--- src/rtl/bpc_pkg.sv ---
// Types and constants shared by the button press classifier modules.
// Holds the item, result and configuration records and the action codes.
// No dependencies.
`timescale 1ns / 1ps

package bpc_pkg;

  localparam int unsigned TIME_W   = 32;
  localparam int unsigned PERIOD_W = 10;
  localparam int unsigned THRESH_W = 16;
  localparam int unsigned BRIGHT_W = 8;
  localparam int unsigned LACT_W   = 3;
  localparam int unsigned RACT_W   = 2;
  localparam int unsigned CFG_IDX_W = 2;

  // Configuration register indexes.
  localparam logic [CFG_IDX_W-1:0] CFG_SAMPLE_PERIOD = 2'd0;
  localparam logic [CFG_IDX_W-1:0] CFG_MEDIUM_PRESS  = 2'd1;
  localparam logic [CFG_IDX_W-1:0] CFG_LONG_PRESS    = 2'd2;
  localparam logic [CFG_IDX_W-1:0] CFG_SECOND_WINDOW = 2'd3;

  // Configuration reset values.
  localparam logic [PERIOD_W-1:0] SAMPLE_PERIOD_RST = 10'd33;
  localparam logic [THRESH_W-1:0] MEDIUM_PRESS_RST  = 16'd3000;
  localparam logic [THRESH_W-1:0] LONG_PRESS_RST    = 16'd8000;
  localparam logic [THRESH_W-1:0] SECOND_WINDOW_RST = 16'd2000;

  // Left button actions.
  localparam logic [LACT_W-1:0] LACT_NONE          = 3'd0;
  localparam logic [LACT_W-1:0] LACT_FACTORY_RESET = 3'd1;
  localparam logic [LACT_W-1:0] LACT_TOGGLE_WIFI   = 3'd2;
  localparam logic [LACT_W-1:0] LACT_STOP_RUNNING  = 3'd3;
  localparam logic [LACT_W-1:0] LACT_ABORT_SYNC    = 3'd4;
  localparam logic [LACT_W-1:0] LACT_BEGIN_SYNC    = 3'd5;
  localparam logic [LACT_W-1:0] LACT_START_RUNNING = 3'd6;

  // Right button actions.
  localparam logic [RACT_W-1:0] RACT_NONE       = 2'd0;
  localparam logic [RACT_W-1:0] RACT_ZERO_ANGLE = 2'd1;
  localparam logic [RACT_W-1:0] RACT_BRIGHTNESS = 2'd2;

  // Brightness stepping.
  localparam logic [BRIGHT_W-1:0] BRIGHT_MAX        = 8'd254;
  localparam logic [BRIGHT_W-1:0] BRIGHT_KNEE       = 8'd40;
  localparam logic [BRIGHT_W-1:0] BRIGHT_STEP_LOW   = 8'd8;
  localparam logic [BRIGHT_W-1:0] BRIGHT_STEP_HIGH  = 8'd25;

  typedef struct packed {
    logic [TIME_W-1:0] now_ms;
    logic              left_pressed;
    logic              right_pressed;
    logic              clock_running;
    logic              sync_pending;
  } item_t;

  typedef struct packed {
    logic                sampled;
    logic [LACT_W-1:0]   left_action;
    logic [RACT_W-1:0]   right_action;
    logic [BRIGHT_W-1:0] brightness;
  } result_t;

  typedef struct packed {
    logic [PERIOD_W-1:0] sample_period_ms;
    logic [THRESH_W-1:0] medium_press_ms;
    logic [THRESH_W-1:0] long_press_ms;
    logic [THRESH_W-1:0] second_press_window_ms;
  } cfg_t;

endpackage

--- src/rtl/bpc_in_reg.sv ---
// Input register stage of the button press classifier.
// Holds one accepted item until the evaluation stage takes it; uses bpc_pkg.
`timescale 1ns / 1ps

module bpc_in_reg (
  input  logic           clk,
  input  logic           rst_n,
  input  logic           in_valid,
  output logic           in_ready,
  input  bpc_pkg::item_t in_item,
  input  logic           take,
  output logic           s1_valid,
  output bpc_pkg::item_t s1_item
);

  logic           valid_r;
  logic           valid_nxt;
  bpc_pkg::item_t item_r;

  assign in_ready = !valid_r || take;
  assign s1_valid = valid_r;
  assign s1_item  = item_r;

  always_comb begin
    valid_nxt = valid_r;
    if (in_ready) begin
      valid_nxt = in_valid;
    end
  end

  always_ff @(posedge clk) begin
    if (!rst_n) begin
      valid_r <= 1'b0;
    end else begin
      valid_r <= valid_nxt;
    end
  end

  always_ff @(posedge clk) begin
    if (in_valid && in_ready) begin
      item_r <= in_item;
    end
  end

endmodule

--- src/rtl/bpc_core.sv ---
// Evaluation stage: sample gating, press tracking and press classification.
// Owns the classifier state and updates it when an item is taken; uses bpc_pkg.
`timescale 1ns / 1ps

module bpc_core (
  input  logic             clk,
  input  logic             rst_n,
  input  logic             take,
  input  bpc_pkg::item_t   item,
  input  bpc_pkg::cfg_t    cfg,
  output bpc_pkg::result_t result
);

  logic [bpc_pkg::TIME_W-1:0]   last_sample_r, last_sample_nxt;
  logic [bpc_pkg::TIME_W-1:0]   lstart_r, lstart_nxt;
  logic [bpc_pkg::TIME_W-1:0]   rstart_r, rstart_nxt;
  logic                         lheld_r, lheld_nxt;
  logic                         rheld_r, rheld_nxt;
  logic [bpc_pkg::TIME_W-1:0]   last_short_r, last_short_nxt;
  logic [bpc_pkg::BRIGHT_W-1:0] bright_r, bright_nxt;

  logic                         sample;
  logic [bpc_pkg::TIME_W-1:0]   since_sample;
  logic [bpc_pkg::TIME_W-1:0]   ldur;
  logic [bpc_pkg::TIME_W-1:0]   rdur;
  logic [bpc_pkg::TIME_W-1:0]   win_edge;
  logic                         fresh_press;
  logic [bpc_pkg::BRIGHT_W:0]   bright_sum;
  logic [bpc_pkg::BRIGHT_W-1:0] bright_step;
  logic [bpc_pkg::LACT_W-1:0]   lact;
  logic [bpc_pkg::RACT_W-1:0]   ract;

  assign since_sample = item.now_ms - last_sample_r;
  assign sample = since_sample >
                  {{(bpc_pkg::TIME_W-bpc_pkg::PERIOD_W){1'b0}}, cfg.sample_period_ms};
  assign ldur = item.now_ms - lstart_r;
  assign rdur = item.now_ms - rstart_r;
  assign win_edge = lstart_r -
                    {{(bpc_pkg::TIME_W-bpc_pkg::THRESH_W){1'b0}}, cfg.second_press_window_ms};
  // A press is a first press when it began outside the window after the last one.
  assign fresh_press = win_edge > last_short_r;

  // A full level wraps to zero; otherwise step and clamp at the maximum.
  always_comb begin
    bright_sum = {1'b0, bright_r} + {1'b0, bpc_pkg::BRIGHT_STEP_HIGH};
    if (bright_r < bpc_pkg::BRIGHT_KNEE) begin
      bright_sum = {1'b0, bright_r} + {1'b0, bpc_pkg::BRIGHT_STEP_LOW};
    end
    priority if (bright_r == bpc_pkg::BRIGHT_MAX) begin
      bright_step = '0;
    end else if (bright_sum > {1'b0, bpc_pkg::BRIGHT_MAX}) begin
      bright_step = bpc_pkg::BRIGHT_MAX;
    end else begin
      bright_step = bright_sum[bpc_pkg::BRIGHT_W-1:0];
    end
  end

  always_comb begin
    last_sample_nxt = last_sample_r;
    lstart_nxt      = lstart_r;
    rstart_nxt      = rstart_r;
    lheld_nxt       = lheld_r;
    rheld_nxt       = rheld_r;
    last_short_nxt  = last_short_r;
    bright_nxt      = bright_r;
    lact            = bpc_pkg::LACT_NONE;
    ract            = bpc_pkg::RACT_NONE;

    if (sample) begin
      last_sample_nxt = item.now_ms;

      if (item.left_pressed && !lheld_r) begin
        lheld_nxt  = 1'b1;
        lstart_nxt = item.now_ms;
      end else if (!item.left_pressed && lheld_r) begin
        lheld_nxt  = 1'b0;
        lstart_nxt = '0;
        priority if (ldur >=
            {{(bpc_pkg::TIME_W-bpc_pkg::THRESH_W){1'b0}}, cfg.long_press_ms}) begin
          lact = bpc_pkg::LACT_FACTORY_RESET;
        end else if (ldur >=
            {{(bpc_pkg::TIME_W-bpc_pkg::THRESH_W){1'b0}}, cfg.medium_press_ms}) begin
          lact = bpc_pkg::LACT_TOGGLE_WIFI;
        end else if (fresh_press) begin
          last_short_nxt = item.now_ms;
          priority if (item.clock_running) begin
            lact = bpc_pkg::LACT_STOP_RUNNING;
          end else if (item.sync_pending) begin
            lact = bpc_pkg::LACT_ABORT_SYNC;
          end else begin
            lact = bpc_pkg::LACT_BEGIN_SYNC;
          end
        end else if (item.sync_pending) begin
          lact = bpc_pkg::LACT_START_RUNNING;
        end else begin
          lact = bpc_pkg::LACT_NONE;
        end
      end

      if (item.right_pressed && !rheld_r) begin
        rheld_nxt  = 1'b1;
        rstart_nxt = item.now_ms;
      end else if (!item.right_pressed && rheld_r) begin
        rheld_nxt  = 1'b0;
        rstart_nxt = '0;
        if (rdur >= {{(bpc_pkg::TIME_W-bpc_pkg::THRESH_W){1'b0}}, cfg.medium_press_ms}) begin
          ract = bpc_pkg::RACT_ZERO_ANGLE;
        end else begin
          ract       = bpc_pkg::RACT_BRIGHTNESS;
          bright_nxt = bright_step;
        end
      end
    end
  end

  assign result.sampled      = sample;
  assign result.left_action  = lact;
  assign result.right_action = ract;
  assign result.brightness   = bright_nxt;

  always_ff @(posedge clk) begin
    if (!rst_n) begin
      last_sample_r <= '0;
      lstart_r      <= '0;
      rstart_r      <= '0;
      lheld_r       <= 1'b0;
      rheld_r       <= 1'b0;
      last_short_r  <= '0;
      bright_r      <= '0;
    end else if (take) begin
      last_sample_r <= last_sample_nxt;
      lstart_r      <= lstart_nxt;
      rstart_r      <= rstart_nxt;
      lheld_r       <= lheld_nxt;
      rheld_r       <= rheld_nxt;
      last_short_r  <= last_short_nxt;
      bright_r      <= bright_nxt;
    end
  end

endmodule

--- src/rtl/button_press_classifier_top.sv ---
// Top level of the button press classifier: ports, configuration registers
// and result register. Uses bpc_pkg, bpc_in_reg and bpc_core.
//
//   Channel | Direction | Handshake         | Payload
//   in_     | slave     | tvalid / tready   | tdata: sample item (36 bits used of 40)
//   out_    | master    | tvalid / tready   | tdata: result item (14 bits used of 16)
//   cfg_    | write     | cfg_we            | cfg_index, cfg_wdata
//
// One item per clock cycle sustained while out_tready stays high. An input
// transfer loads the input register; when the result register is free or
// draining, the evaluation stage writes the result register and raises
// out_tvalid from that register.
// The evaluation stage updates the classifier state in the same cycle it
// writes the result register, so the next item always sees the new state.
// A stalled output holds its result while one more item waits in the input
// register. rst_n is synchronous and clears state, valids and configuration.
`timescale 1ns / 1ps

module button_press_classifier_top (
  input  logic        clk,
  input  logic        rst_n,
  input  logic        in_tvalid,
  output logic        in_tready,
  // now_ms[31:0], left_pressed[32], right_pressed[33], clock_running[34],
  // sync_pending[35], zero fill [39:36]
  input  logic [39:0] in_tdata,
  output logic        out_tvalid,
  input  logic        out_tready,
  // sampled[0], left_action[3:1], right_action[5:4], brightness[13:6],
  // zero fill [15:14]
  output logic [15:0] out_tdata,
  input  logic        cfg_we,
  input  logic [1:0]  cfg_index,
  input  logic [15:0] cfg_wdata
);

  bpc_pkg::item_t   in_item;
  bpc_pkg::item_t   s1_item;
  logic             s1_valid;
  logic             take;
  bpc_pkg::result_t res;
  bpc_pkg::result_t res_r;
  logic             out_valid_r, out_valid_nxt;
  bpc_pkg::cfg_t    cfg_r;

  assign in_item.now_ms        = in_tdata[31:0];
  assign in_item.left_pressed  = in_tdata[32];
  assign in_item.right_pressed = in_tdata[33];
  assign in_item.clock_running = in_tdata[34];
  assign in_item.sync_pending  = in_tdata[35];

  // Take fires when an item waits and the result register is free or draining.
  assign take = s1_valid && (!out_valid_r || out_tready);

  bpc_in_reg u_in_reg (
    .clk      (clk),
    .rst_n    (rst_n),
    .in_valid (in_tvalid),
    .in_ready (in_tready),
    .in_item  (in_item),
    .take     (take),
    .s1_valid (s1_valid),
    .s1_item  (s1_item)
  );

  bpc_core u_core (
    .clk    (clk),
    .rst_n  (rst_n),
    .take   (take),
    .item   (s1_item),
    .cfg    (cfg_r),
    .result (res)
  );

  always_comb begin
    out_valid_nxt = out_valid_r;
    if (take) begin
      out_valid_nxt = 1'b1;
    end else if (out_tready) begin
      out_valid_nxt = 1'b0;
    end
  end

  always_ff @(posedge clk) begin
    if (!rst_n) begin
      out_valid_r <= 1'b0;
    end else begin
      out_valid_r <= out_valid_nxt;
    end
  end

  always_ff @(posedge clk) begin
    if (take) begin
      res_r <= res;
    end
  end

  always_ff @(posedge clk) begin
    if (!rst_n) begin
      cfg_r.sample_period_ms       <= bpc_pkg::SAMPLE_PERIOD_RST;
      cfg_r.medium_press_ms        <= bpc_pkg::MEDIUM_PRESS_RST;
      cfg_r.long_press_ms          <= bpc_pkg::LONG_PRESS_RST;
      cfg_r.second_press_window_ms <= bpc_pkg::SECOND_WINDOW_RST;
    end else if (cfg_we) begin
      unique case (cfg_index)
        bpc_pkg::CFG_SAMPLE_PERIOD:
          cfg_r.sample_period_ms <= cfg_wdata[bpc_pkg::PERIOD_W-1:0];
        bpc_pkg::CFG_MEDIUM_PRESS:  cfg_r.medium_press_ms        <= cfg_wdata;
        bpc_pkg::CFG_LONG_PRESS:    cfg_r.long_press_ms          <= cfg_wdata;
        bpc_pkg::CFG_SECOND_WINDOW: cfg_r.second_press_window_ms <= cfg_wdata;
        default: ;
      endcase
    end
  end

  assign out_tvalid      = out_valid_r;
  assign out_tdata[0]    = res_r.sampled;
  assign out_tdata[3:1]  = res_r.left_action;
  assign out_tdata[5:4]  = res_r.right_action;
  assign out_tdata[13:6] = res_r.brightness;
  assign out_tdata[15:14] = 2'b00;

endmodule

--- config.mk ---
export PLATFORM = sky130hd
export DESIGN_NAME = button_press_classifier_top
export DESIGN_NICKNAME = d
export VERILOG_FILES = /design/src/rtl/bpc_pkg.sv /design/src/rtl/bpc_in_reg.sv /design/src/rtl/bpc_core.sv /design/src/rtl/button_press_classifier_top.sv
export SDC_FILE = /design/constraint.sdc
export NUM_CORES = 1
export LEC_CHECK = 0
export BUFFER_PORTS_ARGS = -buffer_cell sky130_fd_sc_hd__buf_2
export CAP_MARGIN = 20
export CELL_PAD_IN_SITES_DETAIL_PLACEMENT = 0
export CELL_PAD_IN_SITES_GLOBAL_PLACEMENT = 2
export CORE_MARGIN = 2
export CORE_UTILIZATION = 30
export DETAILED_ROUTE_END_ITERATION = 10
export PLACE_DENSITY_LB_ADDON = 0.12
export SLEW_MARGIN = 20
export SYNTH_ARGS = -nofsm -noshare
export SYNTH_HDL_FRONTEND = slang
export SYNTH_SLANG_ARGS = --single-unit
--- constraint.sdc ---
create_clock -name clk -period 11.9 [get_ports clk]
set_input_delay 2.975 -clock clk [delete_from_list [all_inputs] [get_ports clk]]
set_output_delay 2.975 -clock clk [all_outputs]
set_load 0.01 [all_outputs]
==> results of run 1 <==
-- critical path: stages (launching register included) --
cell       delay (ns)
dfxtp_1          0.35
inv_1            0.06
ha_1             0.18
inv_1            0.07
fa_1             0.20
a21o_1           0.13
a21oi_1          0.09
o21bai_1         0.15
a21oi_1          0.12
o21ai_0          0.54
a41oi_1          0.25
a2111oi_0        0.69
o21a_1           0.21
o21a_1           0.44
nor3_1           0.12
xnor2_1          0.16
ha_1             0.30
nand3_1          0.15
nor4_1           0.39
nand2_1          0.20
o21bai_1         0.20
nand3_1          0.18
a211o_1          0.16
o21ai_0          0.21
nand4b_4         0.88
mux2i_1          0.39
-- final timing paths --
kind	start	depth (start not counted)	slack (ns)	end
min	cfg_r[21]	2	0.45	cfg_r[21]
max reg2reg	u_core.lstart_r[0]	25	4.93	u_core.last_short_r[9]
max	u_core.lstart_r[0]	25	4.93	u_core.last_short_r[9]
min reg2reg	cfg_r[21]	2	0.45	cfg_r[21]
-- stage by stage --
stage	instances	util	cell area, um2	worst slack, ns	hold slack, ns
floorplan	2441	-	19300	5.64	0.435
global placement	3268	0.319	20400	5.00	0.443
detailed placement	3268	0.319	20400	4.81	0.447
CTS	3334	0.338	21700	4.79	0.455
global route	3334	0.338	21700	4.23	0.470
finish	3335	0.338	21700	4.93	0.453
-- layout make-up --
type,instances,area [um2]
Fill cell,6790,42400
Multi-Input combinational cell,1849,12600
Sequential cell,248,5470
Tap cell,855,1070
Clock buffer,52,1060
Inverter,224,841
Timing Repair Buffer,92,514
Clock inverter,14,170
Antenna cell,1,2.50
-- synth_stat cells (all sizes together), types with 50 or more instances --
cell      n
o21ai   104
clkbuf   95
a21oi   181
dfxtp   198
ha      208
nand2   331
nor2    118
xnor2    60
edfxtp   50
nand3   156
a21o     56
mux2i   107
inv     224
-- registers in the layout, indices dropped and copies added (netlist names) --
name / flops
cfg_r: 58
out_tdata: 14
out_tvalid: 1
u_core.bright_r: 8
u_core.last_sample_r: 32
u_core.last_short_r: 32
u_core.lheld_r: 1
u_core.lstart_r: 32
u_core.rheld_r: 1
u_core.rstart_r: 32
u_in_reg.s1_item: 36
u_in_reg.s1_valid: 1
-- layer usage --
metal / GRT usage / wire [um] / vias up
met5: 0 / 0 / -
met4: 0.0507 / 1440 / 0
met3: 0.0259 / 1940 / 85
met2: 0.313 / 29200 / 242
met1: 0.249 / 30200 / 8137
li1: - / - / 8713
-- kinds of logic after synthesis --
logic type / after synthesis / share of synthesized area
AOI/OAI and AO/OA: 583 / 0.197
DFF: 248 / 0.283
buffers and inverters: 344 / 0.0703
muxes: 114 / 0.0595
adders and majority gates: 212 / 0.139
xor gates and xnor gates: 93 / 0.0421
other: 1 / 0.000194
and+or+nand+nor: 845 / 0.210
-- power by group --
part,internal (uW),leakage (uW),switching (uW)
combinational,246,0.00575,399
sequential,887,0.00209,28.4
clock,689,0.000594,431
==> impl_metrics.csv, run 1 <==
group,metric,value,unit
status,status,"finished clean",
grt,track_usage,0.186,
grt,grt_first_pass_wirelength,97200,um
sta,period_share,0.585,
grt,grt_pass1_vias,17000,
sta,setup_tns,0,ns
clock_network,cts_buffer_depth,3,
clock_network,tritoncts,"yes",
setup_path,critPathLaunchType,"flip-flop",
layout,final_cell_mix,"nand2_1, inv_1, ha_1, dfxtp_1, a21oi_1",
logic_synthesis,syn-cell-area,19300,um2
floorplanning,die_w,258,um
logic_synthesis,synthTopCellsByArea,"dfxtp_1, ha_1, edfxtp_1, nand2_1, mux2i_1",
setup_path,worstSetupEndpointType,"flip-flop",
setup_path,cp.required,12.36,ns
layout,fin_nets,2726,
sta,rsz0062_at_grt,"no",
placement,place_congestion,0.885,
route,drc,0,
clock_network,cts_setup_buffers,0,
sta,tightest_slew,1.04,ns
power_and_ir_drop,p_per_area,124,nW/um2
placement,hpwl,48300,um
power_and_ir_drop,peakVddDrop,0.104,mV
sta,maxSlewViolCount,0,
logic_synthesis,yosysTopAreaCellShare,0.205,
sta,relSlewSlack,0.307,
floorplanning,fp-row-count,93,
route,drt-wirelength-per-cell,18.8,um
clock_network,cts_resized,0,
sta,min_period,6.97,ns
clock_network,clkSinkCount,248,
floorplanning,design.die.area,66500,um2
logic_synthesis,ys_ff_latch,248,
logic_synthesis,ys_types,96,
logic_synthesis,ys_warn_count,0,
flow_run,max-cap-violations,0,
grt,grt_overflow,0,
floorplanning,die_h,258,um
route,drt_iter0_markers,820,
floorplanning,core-area,64100,um2
route,vias_per_cell,5.15,
power_and_ir_drop,finalPower,2680,uW
clock_network,cts_buffers,36,
power_and_ir_drop,p_leak,0.00843,uW
route,routed_wl,62700,um
clock_network,insertion_delay,0.56,ns
clock_network,hold_buffers,0,
route,vias,17200,
setup_path,critPathMaxFanout,32,
grt,grt_max_degree,108,
layout,drive_gt1_frac,0.0766,
layout,area_growth,12.1,%
placement,portBuffers,74,
layout,final_common_cell,"nand2_1",
worst_hold_path,hold_class,"flip-flop to flip-flop",
sta,finalSetupViolations,0,
clock_network,clkTransAtPathRegs,0.05,ns
floorplanning,io_pins,81,
setup_path,critPathArrivalTime,7.43,ns
logic_synthesis,yosysSeqAreaShare,0.283,
setup_path,worstSetupPathType,"flip-flop to flip-flop",
logic_synthesis,postSynthAreaPerCell,7.93,um2
logic_synthesis,yosysTopAreaCell,"dfxtp_1",
route,antenna_left,0,
sta,fmax,144,MHz
logic_synthesis,netlist_instances,2440,
floorplanning,initial_core_util,0.302,
sta,fin_skew,0.0245,ns
logic_synthesis,synth_ff_type,"dfxtp_1",
logic_synthesis,synth_edf_count,50,
clock_network,root_buffer,"clkbuf_16",
sta,hold_viol,0,
clock_network,htree_levels,2,
logic_synthesis,async_flop_share,0,
grt,antenna_found_initial,0,
route,drt-pass1-iter-count,5,
(Power assumes the default switching activity.)
==> inputs of run 2 (changes only) <==
ABC_AREA = 1   (was not set)
clock period = 6.8 ns   (was 11.9 ns; I/O delays follow)
==> run 2 against run 1 <==
Net effect:
- design area up 9.6%
- power increased by 80%
- synthesized cell count increased by 39%
- synthesized area up 9.7%
- die area grew 9.6%
==> impl_metrics.csv, run 2 <==
group,metric,value,unit
status,status,"finished clean",
setup_path,worstSetupEndpoint,"u_core.last_short_r[12]",
clock_network,root_buffer,"clkbuf_16",
logic_synthesis,yosysTopAreaCell,"dfxtp_1",
setup_path,critPathLaunchType,"flip-flop",
logic_synthesis,ys_types,46,
setup_path,ff2ff_setup_slack,1.25,ns
clock_network,cts_buffers,34,
power_and_ir_drop,pwr-share-seq,0.336,
logic_synthesis,postSynthAreaPerCell,6.24,um2
layout,utilization,0.339,
grt,grt_first_pass_wirelength,117000,um
placement,portBuffers,74,
logic_synthesis,synth.most_common_cell,"nand2_1",
sta,whs,0.461,ns
setup_path,worstSetupPathType,"flip-flop to flip-flop",
sta,rsz0062_at_grt,"no",
clock_network,hold_buffers,0,
setup_path,ff2ff_path_depth,26,
floorplanning,fp-row-count,97,
clock_network,clkTransAtPathRegs,0.06,ns
layout,largest_register,"cfg_r",
grt,track_usage,0.206,
route,vias_per_cell,4.70,
floorplanning,die_w,270,um
layout,antennaDiodeCount,0,
floorplanning,core-area,70000,um2
floorplanning,design.die.area,72900,um2
power_and_ir_drop,power_frac_clock,0.404,
power_and_ir_drop,p_sw_frac,0.340,
grt,grt_overflow,0,
placement,hpwl,61900,um
power_and_ir_drop,comb_power_share,0.260,
layout,fin_nets,3733,
setup_path,worstSetupEndpointType,"flip-flop",
clock_network,cts_buffer_depth,3,
logic_synthesis,yosysTopAreaCellShare,0.187,
route,drt_iter0_markers,997,
worst_hold_path,holdPathStages,2,
power_and_ir_drop,p_leak,0.0118,uW
floorplanning,io_pins,81,
logic_synthesis,yosysSeqAreaShare,0.258,
power_and_ir_drop,intPower,3180,uW
floorplanning,die_h,270,um
layout,largest_register_ffs,58,
route,drt-wirelength-per-cell,17.1,um
layout,area_growth,11.9,%
route,antenna_left,0,
clock_network,htree_levels,2,
setup_path,critPathMaxFanout,64,
floorplanning,initial_core_util,0.303,
grt,met1_usage,0.262,
sta,min_period,5.55,ns
logic_synthesis,synth_ff_type,"dfxtp_1",
logic_synthesis,synth_edf_count,50,
sta,period_share,0.816,
layout,final_cell_mix,"nand2_1, inv_1, a21oi_1, nor2_1",
logic_synthesis,async_flop_share,0,
sta,fin_skew,0.0209,ns
route,drc,0,
logic_synthesis,ys_ff_latch,248,
sta,fmax,180,MHz
placement,dp_cells,4362,
setup_path,rr_startpoint,"cfg_r[2]",
setup_path,r2r_end,"u_core.last_short_r[12]",
clock_network,cts_setup_buffers,0,
logic_synthesis,ys_warn_count,0,
power_and_ir_drop,p_per_area,203,nW/um2
grt,use_met3,0.0215,
flow_run,max-cap-violations,0,
sta,setup_tns,0,ns
logic_synthesis,netlist_instances,3402,
power_and_ir_drop,finalPower,4820,uW
route,drt-pass1-iter-count,5,
clock_network,insertion_delay,0.56,ns
clock_network,cts_resized,0,
layout,drive_gt1_frac,0.0603,
grt,top_usage_layer,"met2",
setup_path,cp-startpoint,"cfg_r[2]",
sta,tightest_slew,0.864,ns
power_and_ir_drop,peakVddDrop,0.181,mV
worst_hold_path,hold_class,"flip-flop to flip-flop",
layout,final_common_cell,"nand2_1",
sta,hold_viol,0,
sta,maxSlewViolCount,0,
setup_path,cp.required,7.23,ns
grt,grt.met2_usage,0.367,
setup_path,critPathArrivalTime,5.98,ns
route,vias,20800,
logic_synthesis,synthTopCellsByArea,"dfxtp_1, nand2_1, ha_1, inv_1, edfxtp_1",
sta,finalSetupViolations,0,
logic_synthesis,syn-cell-area,21200,um2
logic_synthesis,synthTopCellsByCount,"nand2_1, inv_1, a21oi_1, nor2_1",
grt,grt_pass1_vias,20600,
power_and_ir_drop,p_sw,1640,uW
grt,grt_max_degree,80,
grt,antenna_found_initial,1,
clock_network,tritoncts,"yes",
route,routed_wl,75500,um
clock_network,clkSinkCount,248,
placement,place_congestion,0.892,
layout,fin_cells,4423,
sta,relSlewSlack,0.424,
[run 2: changes by cell type after synthesis, sizes merged, moves of 54 or more]
cell    previous run  this run
nand2            331      1060
inv              224       641
nor2             118       252
a21oi            181       292
mux2i            107         0
nand3b             5        79
nand3            156       210
[run 2: power by group through the flow]
stage          clock network, uW  registers (uW)  logic (uW)
2_1_floorplan                  0            1630         883
3_3_place_gp                   0            1650        1250
3_5_place_dp                   0            1650        1260
4_1_cts                     2000            1620        1270
5_1_grt                     2060            1630        1450
6_report                    1950            1620        1250
[run 2: stage by stage]
stage	setup WS (ns)	instance area (um2)
4_1_cts	1.18	23800
3_5_place_dp	1.21	22600
6_report	1.25	23800
3_3_place_gp	1.28	22500
2_1_floorplan	2.66	21200
5_1_grt	0.586	23800
[run 2: worst min path at each step]
| stage | startpoint | endpoint | slack [ns] |
|---|---|---|---|
| after floorplan | cfg_r[11] | cfg_r[11] | 0.44 |
| after global placement | cfg_r[18] | cfg_r[18] | 0.45 |
| after detailed placement | u_core.rstart_r[24] | u_core.rstart_r[24] | 0.45 |
| after CTS | cfg_r[21] | cfg_r[21] | 0.46 |
| after global routing | cfg_r[3] | cfg_r[3] | 0.48 |
| final | u_core.rstart_r[20] | u_core.rstart_r[20] | 0.46 |
[run 2: layout make-up]
type                       instances  area (um2)
inverter                         645        2420
timing repair buffer             103         601
tap                              940        1180
fill                            7828       46300
clock inverter                    19         285
multi-input combinational       2426       12900
sequential                       248        5470
clock buffer                      42         911
[run 2: cells by family after synthesis]
kind of cell,synth area share
adder cells (fa/ha/maj),0.126
other,0.000177
buffers and inverters,0.135
AND/OR/NAND/NOR,0.340
XOR/XNOR,0.0310
AO/OA/AOI/OAI,0.110
flip-flops,0.258
[run 2: critical path, cell delays in order (launching register included)]
cell and delay [ns]:
dfxtp_1 0.30, inv_1 0.05, ha_1 0.34, a21oi_1 0.15, nand2_1 0.09, a21oi_1 0.21, o21ai_1 0.13, a21boi_1 0.25
o21ai_1 0.13, a21boi_1 0.32, inv_1 0.10, a21oi_1 0.38, nand3_1 0.15, xor2_1 0.19, ha_1 0.31, nand2_1 0.05
nor2_1 0.13, nand4_1 0.16, nor4_1 0.25, nand2_1 0.10, a21oi_1 0.38, nand4_1 0.24, nor2_4 0.13, buf_4 0.53
nand3_1 0.15, nand2_1 0.10, nor2_1 0.05
[run 2: metal layers]
layer / routed length [um] / part of all wire
met1: 34800 / 0.46
met2: 36400 / 0.48
met3: 2330 / 0.031
met4: 2050 / 0.027
met5: 0 / 0
==> inputs of run 3 (changes only) <==
ABC_AREA = 0   (was 1)
clock period = 5.1 ns   (was 6.8 ns; I/O delays follow)
==> run 3 against run 2 <==
Net effect:
- clock skew rose by 0.012 ns
- worst hold slack got worse by 0.0066 ns
- power rose by 36%
- the run now ends with negative setup slack left
- non-clock buffer count rose by 202
- critical endpoint is now u_core.last_short_r[13]
- sequential share of layout area fell by 0.63 points
- maximum frequency rose by 8.7%
- via count fell by 13%
- flip-flop and latch count did not move
- register-to-register slack got worse by 1.3 ns
==> impl_metrics.csv, run 3 (synthesized netlist as in run 1, its figures left out) <==
group,metric,value,unit
placement,place_congestion,0.884,
placement,hpwl,50700,um
setup_path,critPathArrivalTime,5.57,ns
layout,drive_gt1_frac,0.201,
setup_path,path_buf_inv,5,
power_and_ir_drop,p_per_area,267,nW/um2
clock_network,clkSinkCount,248,
sta,finalWorstSetupSlack,-0.00392,ns
setup_path,critPathMaxFanout,7,
route,drt-wirelength-per-cell,19.4,um
sta,tightest_slew,0.920,ns
sta,fin_skew,0.0333,ns
route,drc,0,
layout,antennaDiodeCount,0,
clock_network,htree_levels,2,
clock_network,insertion_delay,0.56,ns
clock_network,tritoncts,"yes",
grt,grt_max_degree,96,
grt,grt_first_pass_wirelength,104000,um
setup_path,cp-startpoint,"u_core.lstart_r[0]",
floorplanning,die_h,258,um
setup_path,crit_top_cell,"a21o_1",
clock_network,cts_buffer_depth,3,
status,status,"finished, violations left",
setup_path,cpPeakStageDelay,0.34,ns
grt,grt_overflow,0,
route,vias,18200,
clock_network,cts_buffers,36,
sta,min_period,5.10,ns
sta,maxSlewViolCount,0,
layout,area_growth,26.4,%
placement,place_ws,-0.642,ns
route,drt_iter0_markers,965,
grt,antenna_found_initial,5,
power_and_ir_drop,p_leak,0.00972,uW
grt,track_usage,0.200,
worst_hold_path,hp-start,"u_core.last_short_r[16]",
sta,fmax,196,MHz
setup_path,worstSetupPathType,"flip-flop to flip-flop",
layout,fin_nets,2939,
placement,dp_cells,3410,
placement,portBuffers,74,
power_and_ir_drop,peakVddDrop,0.243,mV
route,antenna_left,0,
power_and_ir_drop,finalPower,6540,uW
status,violations,"negative setup slack",
layout,largest_register_ffs,58,
floorplanning,die_w,258,um
flow_run,max-cap-violations,0,
layout,final_cell_mix,"nand2_1, inv_1, ha_1, dfxtp_1, buf_4",
route,vias_per_cell,5.13,
grt,grt.met2_usage,0.336,
setup_path,cp.required,5.57,ns
route,routed_wl,68700,um
grt,grt_pass1_vias,18200,
clock_network,hold_buffers,0,
clock_network,clkTransAtPathRegs,0.06,ns
layout,utilization,0.381,
setup_path,rr_startpoint,"u_core.lstart_r[0]",
floorplanning,io_pins,81,
setup_path,worstSetupEndpointType,"flip-flop",
sta,finalSetupViolations,1,
setup_path,cp_slowest_cell,"fa_2",
floorplanning,core-area,64100,um2
grt,use_met3,0.0335,
grt,met1_usage,0.262,
setup_path,critPathLaunchType,"flip-flop",
grt,top_usage_layer,"met2",
sta,relSlewSlack,0.387,
layout,final_common_cell,"nand2_1",
sta,period_share,1.00,
layout,fin_cells,3543,
sta,rsz0062_at_grt,"yes",
floorplanning,design.die.area,66500,um2
floorplanning,fp-row-count,93,
sta,hold_viol,0,
setup_path,critPathTopFamily,"compound AO/OA/AOI/OAI gates",
worst_hold_path,hold_class,"flip-flop to flip-flop",
floorplanning,initial_core_util,0.302,
clock_network,root_buffer,"clkbuf_16",
layout,largest_register,"cfg_r",
route,drt-pass1-iter-count,5,
[run 3: area by class of cell]
cell class              count  area (um2)
inverters                 224         841
fillers                  6626       39700
well taps                 855        1070
clock buffers              47        1000
multi-input cells        1849       13400
repair buffers            305        2450
clock inverters            15         173
flip-flops and latches    248        5470
[run 3: worst reg2reg max path: cells and delay by family, from the launching register on]
kind | cells | cell delay [ns]
AOI/OAI and AO/OA | 15 | 2.41
adders and majority gates | 3 | 0.74
and+or+nand+nor | 4 | 0.68
buffers and inverters | 5 | 0.51
DFF | 1 | 0.32
muxes | 1 | 0.21
xor gates and xnor gates | 1 | 0.17
[run 3: power breakdown]
group          switching, uW  internal (uW)
Clock                   1010           1540
Sequential              58.2           2070
Combinational           1070            789
Total                   2140           4400
[run 3: final timing paths]
check | to | slack [ns] | cells after the start
worst min-delay path | u_core.last_short_r[16] | 0.45 | 2
worst max register to register | u_core.last_short_r[13] | -0.004 | 29
worst min register to register | u_core.last_short_r[16] | 0.45 | 2
worst max-delay path | u_core.last_short_r[13] | -0.004 | 29
[run 3: repair_timing]
action | in CTS | in global routing
gates resized for setup | 103 | 117
pin swaps | 43 | 46
buffers inserted | 46 | 20
endpoints found under the setup margin | 141 | 151
cloned | 3 | 8
[run 3: through the flow]
stage,setup TNS (ns),hold WS (ns),cell area (um2)
detailed placement,-23.86,0.448,21600
global route,-15.06,0.468,24400
CTS,-2.62,0.456,23700
finish,-0.00392,0.454,24400
global placement,-22.42,0.442,21600
floorplan,0,0.435,19300
[run 3: metal layers]
| metal | up-vias | routed length (um) |
|---|---|---|
| met5 | - | 0 |
| met4 | 0 | 1880 |
| met3 | 85 | 2700 |
| met2 | 280 | 32100 |
| met1 | 8668 | 32000 |
| li1 | 9145 | - |
